## config.mk

```make
export PLATFORM = sky130hd
export DESIGN_NAME = utf8_to_ucs2_hex_encoder_core
export DESIGN_NICKNAME = d
export VERILOG_FILES = /design/src/rtl/core/u2h_pkg.sv /design/src/rtl/core/u2h_front.sv /design/src/rtl/core/u2h_queue.sv /design/src/rtl/core/u2h_back.sv /design/src/rtl/core/utf8_to_ucs2_hex_encoder_core.sv
export SDC_FILE = /design/constraint.sdc
export NUM_CORES = 1
export LEC_CHECK = 0
export ABC_AREA = 1
export BUFFER_PORTS_ARGS = -buffer_cell sky130_fd_sc_hd__buf_2
export CORE_ASPECT_RATIO = 1.5
export CORE_UTILIZATION = 40
export CTS_CLUSTER_DIAMETER = 200
export DETAILED_ROUTE_END_ITERATION = 8
export MAX_ROUTING_LAYER = met4
export PLACE_DENSITY_LB_ADDON = 0.1
export RECOVER_POWER = 25
export SYNTH_ARGS = -nofsm -noshare
export SYNTH_HDL_FRONTEND = slang
export SYNTH_SLANG_ARGS = --single-unit
```

## constraint.sdc

```tcl
create_clock -name clk -period 3.6 [get_ports clk]
set_clock_uncertainty 0.05 [all_clocks]
set_input_delay 0.72 -clock clk [delete_from_list [all_inputs] [get_ports clk]]
set_output_delay 0.72 -clock clk [all_outputs]
set_load 0.02 [all_outputs]
```

## src/rtl/core/u2h_pkg.sv

```systemverilog
// ----------------------------------------------------------------------------
// u2h_pkg
// Shared types, constants and the hex digit function for the UTF-8 to UCS-2
// hex encoder.
// ----------------------------------------------------------------------------
package u2h_pkg;

	localparam int CODE_W      = 16;
	localparam int BYTE_W      = 8;
	localparam int CHAR_W      = 7;
	localparam int REM_W       = 3;
	localparam int DIGITS      = 4;
	localparam int DIGIT_W     = 2;
	localparam int QUEUE_DEPTH = 2;

	localparam logic [1:0] CONT_PREFIX = 2'b10;

	// code handed from the decoder to the queue, and from the queue to the serializer
	typedef struct packed {
		logic              valid;
		logic [CODE_W-1:0] code;
	} code_xfer_t;

	// ascii lowercase hex digit of one nibble
	function automatic logic [CHAR_W-1:0] hex_digit(input logic [3:0] v);
		logic [CHAR_W-1:0] r;
		if (v < 4'd10) begin
			r = 7'h30 + {3'b000, v};
		end else begin
			r = 7'h57 + {3'b000, v};
		end
		return r;
	endfunction

endpackage

```

## src/rtl/core/u2h_front.sv

```systemverilog
// ----------------------------------------------------------------------------
// u2h_front
// Accepts UTF-8 bytes, tracks the open sequence and pushes each finished
// nonzero 16-bit code into the queue.
// ----------------------------------------------------------------------------
module u2h_front
	import u2h_pkg::*;
(
	input  logic              clk,
	input  logic              arst_n,
	input  logic              accept,
	input  logic [BYTE_W-1:0] data_byte,
	input  logic              end_of_message,
	output code_xfer_t        push
);

	typedef struct packed {
		logic [REM_W-1:0]  rem;
		logic [BYTE_W-1:0] mask;
	} lead_t;

	// continuation bytes still expected and payload mask of a lead byte
	function automatic lead_t lead_decode(input logic [BYTE_W-1:0] b);
		lead_t r;
		unique casez (b)
			8'b0???????: r = '{rem: 3'd0, mask: 8'hFF};
			8'b10??????: r = '{rem: 3'd0, mask: 8'hFF};
			8'b110?????: r = '{rem: 3'd1, mask: 8'h1F};
			8'b1110????: r = '{rem: 3'd2, mask: 8'h0F};
			8'b11110???: r = '{rem: 3'd3, mask: 8'h07};
			8'b111110??: r = '{rem: 3'd4, mask: 8'h03};
			8'b1111110?: r = '{rem: 3'd5, mask: 8'h01};
			8'b11111110: r = '{rem: 3'd6, mask: 8'h00};
			default:     r = '{rem: 3'd0, mask: 8'hFF};
		endcase
		return r;
	endfunction

	logic [REM_W-1:0]  rem_q, rem_n;
	logic [CODE_W-1:0] acc_q, acc_n;
	logic              bad_q, bad_n;
	logic              emit;
	logic [CODE_W-1:0] emit_code;
	lead_t             lead;

	// next sequence state and finished code
	always_comb begin
		lead      = lead_decode(data_byte);
		rem_n     = rem_q;
		acc_n     = acc_q;
		bad_n     = bad_q;
		emit      = 1'b0;
		emit_code = {{(CODE_W-BYTE_W){1'b0}}, data_byte};
		if (rem_q == '0) begin
			if (lead.rem == '0) begin
				emit = (data_byte != '0);
			end else begin
				acc_n = {{(CODE_W-BYTE_W){1'b0}}, data_byte & lead.mask};
				rem_n = lead.rem;
				bad_n = 1'b0;
			end
		end else begin
			bad_n     = bad_q | (data_byte[7:6] != CONT_PREFIX);
			acc_n     = {acc_q[CODE_W-7:0], data_byte[5:0]};
			rem_n     = rem_q - 3'd1;
			emit_code = acc_n;
			if (rem_n == '0) begin
				emit  = !bad_n && (acc_n != '0);
				acc_n = '0;
				bad_n = 1'b0;
			end
		end
		// end of message drops any open sequence
		if (end_of_message) begin
			rem_n = '0;
			acc_n = '0;
			bad_n = 1'b0;
		end
	end

	// sequence state
	always_ff @(posedge clk or negedge arst_n) begin
		if (!arst_n) begin
			rem_q <= '0;
			acc_q <= '0;
			bad_q <= 1'b0;
		end else if (accept) begin
			rem_q <= rem_n;
			acc_q <= acc_n;
			bad_q <= bad_n;
		end
	end

	assign push.valid = accept && emit;
	assign push.code  = emit_code;

endmodule

```

## src/rtl/core/u2h_queue.sv

```systemverilog
// ----------------------------------------------------------------------------
// u2h_queue
// Short code queue between the decoder and the hex serializer.
// ----------------------------------------------------------------------------
module u2h_queue
	import u2h_pkg::*;
#(
	parameter int DEPTH = QUEUE_DEPTH
) (
	input  logic       clk,
	input  logic       arst_n,
	input  code_xfer_t push,
	output logic       full,
	input  logic       pop_req,
	output code_xfer_t head
);

	localparam int PTR_W = $clog2(DEPTH);
	localparam int CNT_W = $clog2(DEPTH + 1);

	logic [CODE_W-1:0] entry_q [DEPTH];
	logic [PTR_W-1:0]  wr_ptr_q, rd_ptr_q;
	logic [CNT_W-1:0]  count_q;
	logic              do_pop;

	assign full       = (count_q == CNT_W'(DEPTH));
	assign head.valid = (count_q != '0);
	assign head.code  = entry_q[rd_ptr_q];
	assign do_pop     = pop_req && head.valid;

	// storage
	always_ff @(posedge clk) begin
		if (push.valid) begin
			entry_q[wr_ptr_q] <= push.code;
		end
	end

	// pointers and fill count
	always_ff @(posedge clk or negedge arst_n) begin
		if (!arst_n) begin
			wr_ptr_q <= '0;
			rd_ptr_q <= '0;
			count_q  <= '0;
		end else begin
			if (push.valid) begin
				wr_ptr_q <= (wr_ptr_q == PTR_W'(DEPTH - 1)) ? '0 : wr_ptr_q + 1'b1;
			end
			if (do_pop) begin
				rd_ptr_q <= (rd_ptr_q == PTR_W'(DEPTH - 1)) ? '0 : rd_ptr_q + 1'b1;
			end
			if (push.valid && !do_pop) begin
				count_q <= count_q + 1'b1;
			end else if (!push.valid && do_pop) begin
				count_q <= count_q - 1'b1;
			end
		end
	end

endmodule

```

## src/rtl/core/u2h_back.sv

```systemverilog
// ----------------------------------------------------------------------------
// u2h_back
// Takes codes from the queue and sends four hex characters per code,
// most significant digit first, through an output register.
// ----------------------------------------------------------------------------
module u2h_back
	import u2h_pkg::*;
(
	input  logic              clk,
	input  logic              arst_n,
	input  code_xfer_t        head,
	output logic              pop_req,
	output logic              out_valid,
	input  logic              out_ready,
	output logic [CHAR_W-1:0] hex_char,
	output logic              last_of_code
);

	logic [CODE_W-1:0]  code_q;
	logic [DIGIT_W-1:0] digit_q;
	logic               active_q;
	logic               out_valid_q;
	logic [CHAR_W-1:0]  char_q;
	logic               last_q;
	logic               out_free;
	logic               last_digit;
	logic               take;
	logic [3:0]         nibble;

	assign out_free   = !out_valid_q || out_ready;
	assign last_digit = (digit_q == DIGIT_W'(DIGITS - 1));
	assign pop_req    = !active_q || (out_free && last_digit);
	assign take       = pop_req && head.valid;

	// nibble for the current digit
	always_comb begin
		case (digit_q)
			2'd0:    nibble = code_q[15:12];
			2'd1:    nibble = code_q[11:8];
			2'd2:    nibble = code_q[7:4];
			default: nibble = code_q[3:0];
		endcase
	end

	// output register payload
	always_ff @(posedge clk) begin
		if (out_free && active_q) begin
			char_q <= hex_digit(nibble);
			last_q <= last_digit;
		end
		if (take) begin
			code_q <= head.code;
		end
	end

	// digit sequencing and output valid
	always_ff @(posedge clk or negedge arst_n) begin
		if (!arst_n) begin
			out_valid_q <= 1'b0;
			active_q    <= 1'b0;
			digit_q     <= '0;
		end else begin
			if (out_free) begin
				out_valid_q <= active_q;
			end
			if (take) begin
				active_q <= 1'b1;
				digit_q  <= '0;
			end else if (active_q && out_free) begin
				digit_q <= digit_q + 1'b1;
				if (last_digit) begin
					active_q <= 1'b0;
				end
			end
		end
	end

	assign out_valid    = out_valid_q;
	assign hex_char     = char_q;
	assign last_of_code = last_q;

endmodule

```

## src/rtl/core/utf8_to_ucs2_hex_encoder_core.sv

```systemverilog
// Path: a byte that completes a code writes it into the code queue; the serializer loads it
// into its code register and sends the four hex characters through the output register.
// Throughput: one character per cycle out while m_tready is high, four characters per code;
// bytes that yield nothing are taken one per cycle while the code queue has room.
// Reset: arst_n clears the open sequence, the code queue and the output valid flag.
// ----------------------------------------------------------------------------
// utf8_to_ucs2_hex_encoder_core
// UTF-8 byte stream in, four lowercase hex characters per nonzero 16-bit code out.
// ----------------------------------------------------------------------------
module utf8_to_ucs2_hex_encoder_core
	import u2h_pkg::*;
#(
	parameter int QDEPTH = QUEUE_DEPTH
) (
	input  logic       clk,
	input  logic       arst_n,
	input  logic       s_tvalid,
	output logic       s_tready,
	input  logic [7:0] s_tdata,  // [7:0] data_byte
	input  logic       s_tlast,  // end_of_message
	output logic       m_tvalid,
	input  logic       m_tready,
	output logic [7:0] m_tdata,  // [6:0] hex_char, [7] zero
	output logic       m_tlast   // last_of_code
);

	code_xfer_t        push;
	code_xfer_t        head;
	logic              full;
	logic              pop_req;
	logic              accept;
	logic [CHAR_W-1:0] hex_char;

	assign s_tready = !full;
	assign accept   = s_tvalid && s_tready;

	// decoder front
	u2h_front u_front (
		.clk            (clk),
		.arst_n         (arst_n),
		.accept         (accept),
		.data_byte      (s_tdata),
		.end_of_message (s_tlast),
		.push           (push)
	);

	// code queue
	u2h_queue #(
		.DEPTH (QDEPTH)
	) u_queue (
		.clk     (clk),
		.arst_n  (arst_n),
		.push    (push),
		.full    (full),
		.pop_req (pop_req),
		.head    (head)
	);

	// hex serializer
	u2h_back u_back (
		.clk          (clk),
		.arst_n       (arst_n),
		.head         (head),
		.pop_req      (pop_req),
		.out_valid    (m_tvalid),
		.out_ready    (m_tready),
		.hex_char     (hex_char),
		.last_of_code (m_tlast)
	);

	assign m_tdata = {1'b0, hex_char};

endmodule
```

==> metrics.md, run 1 <==
| Metric | Value |
|---|---|
| Maximum VDD drop | `445 uV` |
| Unrepaired setup endpoints after global routing | `no` |
| Nets | `427` |
| DR WL/cell | `14.1 um` |
| FFs w/ async S/R, synth | `28.2%` |
| IO Pins | `24` |
| Relative slew slack | `13.3%` |
| Via density | `4.78` |
| Initial Util | `41.5%` |
| Count of input and output buffers | `22` |
| CTS sink cnt | `78` |
| Core footprint | `8880 um^2` |
| Sw power | `1.37 mW` |
| Post-synthesis sequential area ratio | `60.6%` |
| Reg power frac | `41.0%` |
| CTS tree | `yes` |
| Post-CTS setup buffers | `0` |
| Gr usage total | `18.0%` |
| Worst Tran Pin Value | `1300 ps` |
| Slew Viols, Final | `0` |
| H-tree depth | `3` |
| Final Setup Violations | `0` |
| Area growth, synth to finish | `12.9%` |
| Final HPWL DP | `5470 um` |
| Pwr/cell area | `886 nW/um^2` |
| Synth cell types | `33` |
| Post-route cell area | `4160 um^2` |
| Fraction of power consumed by combinational cells | `35.9%` |
| Critical Path AT | `2750 ps` |
| FP Rows | `42` |
| Total grt overflow | `0` |
| Vias in the first global route | `2602` |
| Detail Route Antenna Nets | `0` |
| First-pass GRT wire length | `12200 um` |
| Drt pass-1 iters | `4` |
| Post-synth EDFFs | `56` |
| CP Launch Type | `register` |
| Drt total wl | `7350 um` |
| Clock power share | `23.1%` |
| Final min period | `2590 ps` |
| Die width | `80.4 um` |
| Die ar. | `9610 um^2` |
| Critical path fanouts, max | `16` |
| Max_cap viols | `0` |
| Slowest stage cell, crit path | `inv_1` |
| Worst skew pair latency | `320 ps` |
| Initial antenna violation count | `0` |
| Leak | `1.86 nW` |
| Hold Violations, Final | `0` |
| Post-Syn Instances | `377` |
| Mapped cell area | `3680 um^2` |
| RePlAce Congestion | `0.891` |
| Post-CTS sizing | `0` |
| F_max | `387 MHz` |
| Total Power | `3.69 mW` |
| Synth Warn # | `0` |
| Vias | `2486` |
| Total CTS buffers | `9` |
| Critical path type | `register to register` |
| Syn Nets | `399` |
| Worst setup EP type | `register` |
| Most frequent cells in the layout | `nand2_1 (125), edfxtp_1 (56), inv_1 (46), nor2_1 (32), dfrtp_1 (22)` |
| Switching share of power | `37.0%` |
| Layout cells sized above 1 | `12.2%` |
| Initial DRC Count | `124` |
| Part of the cycle the worst path needs | `71.8%` |
| CTS Buffer Depth | `2` |
| Antenna Cells | `0` |
| Crit path largest cell delay | `490 ps` |
| WHS | `427 ps` |
| Cell Int Power | `2.32 mW` |
| Cell count after placement | `504` |
| CTS Hold Bufs | `0` |
| Most common cell after layout, fill and taps aside | `nand2_1` |
| Yosys reg bits | `78` |
| Setup TNS | `0 ps` |
| Min-delay worst type | `register to register` |
| Area post-placement | `3900 um^2` |
| Largest net degree at the start of global routing | `28` |
| CP cell instances | `inv_1, ha_1, nand2_1, inv_1, nand2_1, nand2_1, inv_1, ha_1, a21oi_1, o21ai_0, xnor2_1` |
| Root buf cell | `clkbuf_16` |
| Clock transition at the registers of the reported paths | `50 ps` |
| Top_reg_cell synth | `edfxtp_1` |
| Status | `finished clean` |
| Final Non-Filler Cells | `520` |
| Die Y | `120 um` |
| Syn Area/Cell | `9.77 um^2` |
| # DRC | `0` |
| WP data required | `3760 ps` |
[power by group through the flow]
stage / clock network (mW) / logic, mW / registers, mW
6_report: 0.852 / 1.32 / 1.51
5_1_grt: 0.905 / 1.53 / 1.55
4_1_cts: 0.875 / 1.36 / 1.51
3_5_place_dp: 0 / 1.36 / 1.53
3_3_place_gp: 0 / 1.33 / 1.52
2_1_floorplan: 0 / 0.976 / 1.55
[per-layer routing]
layer	wire [um]	track usage (%)	up-vias
li1	-	-	1270
met1	2790	17.6	1154
met2	4040	31.8	37
met3	137	3.19	25
met4	383	11.7	0
met5	0	-	-
[path summary, 6_finish.rpt]
kind | start | endpoint | slack (ps) | cells after the start
min | u_queue.wr_ptr_q$_DFFE_PN0P_ | u_queue.wr_ptr_q$_DFFE_PN0P_ | 430 | 2
min in group asynchronous | arst_n | u_front.rem_q[0]$_DFFE_PN0P_ | 620 | 1
min reg2reg | u_queue.wr_ptr_q$_DFFE_PN0P_ | u_queue.wr_ptr_q$_DFFE_PN0P_ | 430 | 2
max reg2reg | u_front.rem_q[0]$_DFFE_PN0P_ | u_queue.count_q[1]$_DFFE_PN0P_ | 1010 | 11
max | u_front.rem_q[0]$_DFFE_PN0P_ | u_queue.count_q[1]$_DFFE_PN0P_ | 1010 | 11
max in group asynchronous | arst_n | u_front.acc_q[9]$_DFFE_PN0P_ | 2120 | 1
[flip-flops by register name (all words and copies together), names as in the netlist]
name,flops
u_front.rem_q,3
u_back.hex_char,7
u_queue.rd_ptr_q,1
u_queue.count_q,2
u_queue.entry_q,32
u_front.bad_q,1
u_front.acc_q,10
u_back.last_of_code,1
u_back.active_q,1
u_back.out_valid,1
u_back.digit_q,2
u_queue.wr_ptr_q,1
u_back.code_q,16
[critical path, delay by kind of cell (launching register included)]
family	cells	cell delay, ps
buffers and inverters	3	670
xor gates and xnor gates	1	130
AOI/OAI and AO/OA	2	250
adders and majority gates	2	470
and+or+nand+nor	3	520
DFF	1	400
[area by class of cell]
cell class                 count  area (um^2)
multi-input combinational    243         1210
tap                          110          138
timing repair buffer          24          111
fill                         875         4720
inverter                      49          184
clock buffer                   9          225
sequential                    78         2230
clock inverter                 7         55.1
[cells in the mapped netlist, types with 3 or more instances]
cell type / n / area share, %
nand2_1: 124 / 13
edfxtp_1: 56 / 46
inv_1: 46 / 4.7
nor2_1: 32 / 3.3
dfrtp_1: 22 / 15
nand3_1: 15 / 2.0
o21ai_2: 10 / 2.4
ha_1: 9 / 3.1
o21ai_0: 9 / 1.2
nand2_2: 7 / 1.2
a21oi_1: 6 / 0.81
o22ai_1: 4 / 0.68
a22o_1: 3 / 0.71
nand4_1: 3 / 0.51
o21ai_1: 3 / 0.41
[cell families after synthesis]
logic type	count (synthesis)	share of synthesized area, %
AO/OA/AOI/OAI	38	7.06
XOR/XNOR	4	0.951
adder cells (fa/ha/maj)	9	3.06
buffers and inverters	56	6.28
flip-flops	78	60.6
other	2	0.204
AND/OR/NAND/NOR	190	21.9
[per-stage QoR]
step | setup WS, ps | util [%]
2_1_floorplan | 1050 | -
3_3_place_gp | 939 | 43.9
3_5_place_dp | 914 | 43.9
4_1_cts | 1130 | 47.1
5_1_grt | 693 | 46.8
6_report | 1010 | 46.8
Power figures use the tool's default switching activity.
==> run 2, diff against run 1 <==
- clock period: 3.6 -> 2.5 ns (I/O delays scaled with it)
==> metrics.md, run 2 (same netlist as run 1, synthesis figures left out) <==
| Metric | Value |
|---|---|
| First-pass GRT wire length | `12300 um (was 12200 um)` |
| Count of input and output buffers | `22 (unchanged)` |
| # DRC | `0 (unchanged)` |
| Status | `finished clean (unchanged)` |
| Clock transition at the registers of the reported paths | `60 ps (was 50 ps)` |
| DR WL/cell | `13.8 um (was 14.1 um)` |
| Min-delay worst type | `input pin to register (was register to register)` |
| Worst skew pair latency | `330 ps (was 320 ps)` |
| Slowest stage cell, crit path | `dfrtp_1 (was inv_1)` |
| Total CTS buffers | `9 (unchanged)` |
| Leak | `1.90 nW (was 1.86 nW)` |
| Maximum VDD drop | `583 uV (was 445 uV)` |
| H-tree depth | `3 (unchanged)` |
| RePlAce Congestion | `0.900 (was 0.891)` |
| CP cell instances | `inv_1, ha_1, inv_1, nand2_1, nand3_1, nor2_1, nand2_1, a21oi_2, nand2_1, inv_1, ha_1, a21oi_1, o21ai_0, xnor2_1 (was inv_1, ha_1, nand2_1, inv_1, nand2_1, nand2_1, inv_1, ha_1, a21oi_1, o21ai_0, xnor2_1)` |
| Critical path fanouts, max | `3 (was 16)` |
| DRT met1 WL | `2660 um (was 2790 um)` |
| Antenna Cells | `0 (unchanged)` |
| Setup TNS | `0 ps (unchanged)` |
| Reg-to-reg critical path startpoint | `u_front.rem_q[0]$_DFFE_PN0P_ (unchanged)` |
| Top Layer Used | `met4 (unchanged)` |
| Most common cell after layout, fill and taps aside | `nand2_1 (unchanged)` |
| Initial DRC Count | `88 (was 124)` |
| Unrepaired setup endpoints after global routing | `no (unchanged)` |
| Die Y | `120 um (unchanged)` |
| Reg-to-Reg End | `u_queue.count_q[1]$_DFFE_PN0P_ (unchanged)` |
| Final HPWL DP | `5500 um (was 5470 um)` |
| Worst Tran Pin Value | `1280 ps (was 1300 ps)` |
| Gr usage total | `18.1% (was 18.0%)` |
| Drt pass-1 iters | `4 (unchanged)` |
| Max_cap viols | `0 (unchanged)` |
| Critical path depth | `14 (was 11)` |
| Largest register by flop count | `u_queue.entry_q (unchanged)` |
| Filler cell count | `867 (was 875)` |
| Slew Viols, Final | `0 (unchanged)` |
| Met2 WL | `4150 um (was 4040 um)` |
| WP data required | `2670 ps (was 3760 ps)` |
| Initial Util | `41.5% (unchanged)` |
| Detail Route Antenna Nets | `0 (unchanged)` |
| Largest net degree at the start of global routing | `23 (was 28)` |
| Routed wl met3 | `175 um (was 137 um)` |
| CTS sink cnt | `78 (unchanged)` |
| Critical Path AT | `2340 ps (was 2750 ps)` |
| FP Rows | `42 (unchanged)` |
| Final core occ | `47.9% (was 46.8%)` |
| CTS Hold Bufs | `0 (unchanged)` |
| Drt total wl | `7260 um (was 7350 um)` |
| Crit path largest cell delay | `400 ps (was 490 ps)` |
| Die ar. | `9610 um^2 (unchanged)` |
| Crit path buf inv count | `3 (unchanged)` |
| CP Launch Type | `register (unchanged)` |
| Hold path startpoint | `m_tready (was u_queue.wr_ptr_q$_DFFE_PN0P_)` |
| Worst hold endpoint | `u_back.out_valid$_DFFE_PN0N_ (was u_queue.wr_ptr_q$_DFFE_PN0P_)` |
| Most frequent cells in the layout | `nand2_1 (124), edfxtp_1 (56), inv_1 (46), nor2_1 (32), dfrtp_1 (22) (was nand2_1 (125), edfxtp_1 (56), inv_1 (46), nor2_1 (32), dfrtp_1 (22))` |
| Die width | `80.4 um (unchanged)` |
| Initial antenna violation count | `0 (unchanged)` |
| WHS Path Cells | `2 (unchanged)` |
| CTS Buffer Depth | `2 (unchanged)` |
| Vias | `2527 (was 2486)` |
| Final Setup Violations | `0 (unchanged)` |
| Max reg flops | `32 (unchanged)` |
| Worst slack at placement | `72.8 ps (was 914 ps)` |
| IO Pins | `24 (unchanged)` |
| Via density | `4.80 (was 4.78)` |
| Final WS setup | `323 ps (was 1010 ps)` |
| Worst setup EP type | `register (unchanged)` |
| Crit-path leading delay family | `simple AND/OR/NAND/NOR gates (was buffers and inverters)` |
| Layout cells sized above 1 | `15.3% (was 12.2%)` |
| Final min period | `2180 ps (was 2590 ps)` |
| Core footprint | `8880 um^2 (unchanged)` |
| Reg2reg path depth | `14 (was 11)` |
| Largest registers | `u_queue.entry_q: 32 flops, u_back.code_q: 16 flops, u_front.acc_q: 10 flops (unchanged)` |
| Total grt overflow | `0 (unchanged)` |
| CTS tree | `yes (unchanged)` |
| Relative slew slack | `14.8% (was 13.3%)` |
| F_max | `459 MHz (was 387 MHz)` |
| Area growth, synth to finish | `15.5% (was 12.9%)` |
| R2R setup slack | `320 ps (was 1010 ps)` |
| Root buf cell | `clkbuf_16 (unchanged)` |
| Part of the cycle the worst path needs | `87.1% (was 71.8%)` |
| Hold Violations, Final | `0 (unchanged)` |
| Vias in the first global route | `2680 (was 2602)` |
| Nets | `434 (was 427)` |
| Pwr/cell area | `1280 nW/um^2 (was 886 nW/um^2)` |
| Critical path type | `register to register (unchanged)` |
==> run 2: cell types whose count changed in the layout (fill, tap and decap cells not counted) <==
cell | before | now
buf_2 | 11 | 15
clkinvlp_4 | 0 | 3
a21oi_1 | 6 | 5
nand2_1 | 125 | 124
nand2_4 | 0 | 1
buf_12 | 0 | 2
clkinv_1 | 5 | 1
buf_4 | 2 | 5
clkbuf_1 | 11 | 10
a21oi_2 | 0 | 1
==> run 2: stage by stage <==
step / instance area, um^2 / instances / hold WS [ps] / power (mW)
2_1_floorplan: 3680 / 377 / 154 / 3.64
3_3_place_gp: 3980 / 511 / 408 / 4.22
3_5_place_dp: 3980 / 511 / 417 / 4.26
4_1_cts: 4270 / 527 / 112 / 5.54
5_1_grt: 4260 / 527 / 322 / 5.92
6_report: 4260 / 527 / 323 / 5.45
==> run 2: worst max-delay path by stage <==
| stage | startpoint | endpoint | slack (ps) |
|---|---|---|---|
| 2_1_floorplan | u_front.rem_q[0]$_DFFE_PN0P_ | u_queue.entry_q[1][0]$_DFFE_PP_ | 160 |
| 3_3_place_gp | s_tdata[7] | u_queue.count_q[1]$_DFFE_PN0P_ | 130 |
| 3_5_place_dp | s_tdata[7] | u_queue.count_q[1]$_DFFE_PN0P_ | 70 |
| 4_1_cts | u_front.rem_q[0]$_DFFE_PN0P_ | u_queue.count_q[1]$_DFFE_PN0P_ | 260 |
| 5_1_grt | u_front.rem_q[0]$_DFFE_PN0P_ | u_queue.count_q[1]$_DFFE_PN0P_ | 50 |
| 6_report | u_front.rem_q[0]$_DFFE_PN0P_ | u_queue.count_q[1]$_DFFE_PN0P_ | 320 |
==> run 2: repair_timing <==
action	CTS	global route
buffers inserted	0	0
endpoints found under the setup margin	0	1
resized for setup	0	1
==> run 2: report_power, final <==
group | total (mW) | leakage (nW) | switching, mW | internal, mW
sequential | 2.17 | 0.802 | 0.184 | 1.99
combinational | 2.02 | 0.968 | 1.32 | 0.695
clock | 1.26 | 0.134 | 0.495 | 0.769
==> run 2: per-layer routing <==
metal | global-route usage, % | vias to the layer above
met2 | 32.6 | 40
met5 | - | -
met1 | 16.8 | 1177
li1 | - | 1293
met3 | 4.56 | 17
met4 | 10.2 | 0
==> run 2: final cells by class <==
class                      count  area [um^2]  share of cell area [%]
clock buffer                  10          229                    5.38
clock inverter                 6         62.6                    1.47
inverter                      49          184                    4.32
multi-input combinational    243         1220                    28.8
sequential                    78         2230                    52.4
tap                          110          138                    3.23
timing repair buffer          31          186                    4.38
==> run 3, diff against run 2 <==
- PLACE_DENSITY: unset -> 0.61
- PLACE_DENSITY_LB_ADDON: 0.1 -> unset
==> metrics.md, run 3 (same netlist as run 1, synthesis figures left out) <==
| Metric | Value |
|---|---|
| Setup TNS | `0 ps (unchanged)` |
| Critical path fanouts, max | `6 (was 3)` |
| Critical path type | `input pin to register (was register to register)` |
| Max reg flops | `32 (unchanged)` |
| WHS Path Cells | `2 (unchanged)` |
| Most frequent cells in the layout | `nand2_1 (124), edfxtp_1 (56), inv_1 (46), nor2_1 (32), dfrtp_1 (22) (unchanged)` |
| Largest register by flop count | `u_queue.entry_q (unchanged)` |
| Root buf cell | `clkbuf_16 (unchanged)` |
| Detail Route Antenna Nets | `0 (unchanged)` |
| Worst skew pair latency | `330 ps (about the same)` |
| Max_cap viols | `0 (unchanged)` |
| Relative slew slack | `13.5% (was 14.8%)` |
| Area growth, synth to finish | `14.4% (was 15.5%)` |
| Vias | `2530 (was 2527)` |
| Final HPWL DP | `5260 um (was 5500 um)` |
| Reg2reg path depth | `14 (unchanged)` |
| Reg area | `2230 um^2 (unchanged)` |
| Gr usage total | `17.5% (was 18.1%)` |
| Status | `finished clean (unchanged)` |
| Worst setup EP type | `register (unchanged)` |
| Antenna Cells | `0 (unchanged)` |
| WP data required | `2660 ps (was 2670 ps)` |
| CTS Buffer Depth | `2 (unchanged)` |
| CTS tree | `yes (unchanged)` |
| Slowest stage cell, crit path | `ha_1 (was dfrtp_1)` |
| Pwr/cell area | `1260 nW/um^2 (was 1280 nW/um^2)` |
| Largest registers | `u_queue.entry_q: 32 flops, u_back.code_q: 16 flops, u_front.acc_q: 10 flops (unchanged)` |
| FP Rows | `42 (unchanged)` |
| Cell mode on critical path | `nand2_1` |
| First-pass GRT wire length | `11900 um (was 12300 um)` |
| Min-delay worst type | `input pin to register (unchanged)` |
| CTS sink cnt | `78 (unchanged)` |
| Area of the multi-input gates | `1220 um^2 (unchanged)` |
| Crit path largest cell delay | `310 ps (was 400 ps)` |
| Die width | `80.4 um (unchanged)` |
| CP Launch Type | `input pin (was register)` |
| RePlAce Congestion | `1.02 (was 0.900)` |
| Die ar. | `9610 um^2 (unchanged)` |
| Final core occ | `47.5% (was 47.9%)` |
| Drt pass-1 iters | `4 (unchanged)` |
| CP cell instances | `clkbuf_1, inv_1, nor2_1, nand2_2, nand2_1, nor2_1, nand3_1, nand2_1, nand2_1, inv_1, ha_1, a21oi_1, o21ai_0, xnor2_1 (was inv_1, ha_1, inv_1, nand2_1, nand3_1, nor2_1, nand2_1, a21oi_2, nand2_1, inv_1, ha_1, a21oi_1, o21ai_0, xnor2_1)` |
| Layout cells sized above 1 | `14.0% (was 15.3%)` |
| Count of input and output buffers | `22 (unchanged)` |
| Post-CTS setup buffers | `0 (unchanged)` |
| DR WL/cell | `13.6 um (was 13.8 um)` |
| Final Setup Violations | `0 (unchanged)` |
| Largest net degree at the start of global routing | `23 (unchanged)` |
| Clock transition at the registers of the reported paths | `50 ps (was 60 ps)` |
| Unrepaired setup endpoints after global routing | `no (unchanged)` |
| Initial antenna violation count | `0 (unchanged)` |
| Initial DRC Count | `86 (was 88)` |
| Most common cell after layout, fill and taps aside | `nand2_1 (unchanged)` |
| Initial Util | `41.5% (unchanged)` |
| Via density | `4.83 (was 4.80)` |
| Core footprint | `8880 um^2 (unchanged)` |
| Drt total wl | `7110 um (was 7260 um)` |
| Slew Viols, Final | `0 (unchanged)` |
| # DRC | `0 (unchanged)` |
| Leak | `1.89 nW (was 1.90 nW)` |
| Die Y | `120 um (unchanged)` |
| Worst Tran Pin Value | `1300 ps (was 1280 ps)` |
| Maximum VDD drop | `559 uV (was 583 uV)` |
| F_max | `461 MHz (was 459 MHz)` |
| Vias in the first global route | `2570 (was 2680)` |
| Part of the cycle the worst path needs | `86.8% (was 87.1%)` |
| Total grt overflow | `0 (unchanged)` |
| Filler cell count | `852 (was 867)` |
| Hold Violations, Final | `0 (unchanged)` |
| Critical Path AT | `2330 ps (was 2340 ps)` |
| Nets | `432 (was 434)` |
| Final min period | `2170 ps (was 2180 ps)` |
| H-tree depth | `3 (unchanged)` |
| R2R setup slack | `330 ps (was 320 ps)` |
| IO Pins | `24 (unchanged)` |
| Total CTS buffers | `9 (unchanged)` |
## run 3: critical path, delay by kind of cell
kind,cells,cell delay [ps]
adders and majority gates,1,310
AOI/OAI and AO/OA,2,220
and+or+nand+nor,7,770
buffers and inverters,3,400
xor gates and xnor gates,1,130
## run 3: final cells by class
type                       count  share of cell area (%)
inverter                      49                    4.36
tap                          110                    3.27
clock inverter                 3                   0.297
sequential                    78                    53.0
timing repair buffer          29                    4.45
multi-input combinational    243                    29.1
clock buffer                  12                    5.61
## run 3: repair_timing
action / in CTS / in global routing
hold buffers: 0 / 0
resized for setup: 0 / 1
setup endpoints to repair: 0 / 1
hold endpoints to repair: 0 / 0
## run 3: final timing paths
check,to,from
max in group asynchronous,u_front.rem_q[0]$_DFFE_PN0P_,arst_n
min in group asynchronous,u_front.rem_q[2]$_DFFE_PN0P_,arst_n
worst max register to register,u_queue.count_q[1]$_DFFE_PN0P_,u_front.rem_q[0]$_DFFE_PN0P_
worst min-delay path,u_back.out_valid$_DFFE_PN0N_,m_tready
worst min register to register,u_queue.wr_ptr_q$_DFFE_PN0P_,u_queue.wr_ptr_q$_DFFE_PN0P_
worst max-delay path,u_queue.count_q[1]$_DFFE_PN0P_,s_tdata[5]
## run 3: stage by stage
stage	area, um^2	total power [mW]	worst slack [ps]	hold slack, ps	instances
4_1_cts	4220	5.39	279	110	524
5_1_grt	4220	5.76	4.83	313	524
2_1_floorplan	3680	3.64	162	154	377
3_5_place_dp	3980	4.24	126	410	509
3_3_place_gp	3980	4.17	196	406	509
6_report	4220	5.33	329	321	524
## run 3: layer usage
layer  track usage, %  share of wire [%]
met1             17.2                 39
met2             31.1                 54
met3             3.35                2.5
met4             10.2                3.9
met5                -                  0
## run 3: power by group
group	total (mW)	switching, mW	internal (mW)
clock network	1.12	0.466	0.658
registers	2.17	0.181	1.99
logic	2.03	1.34	0.695
total	5.33	1.98	3.34
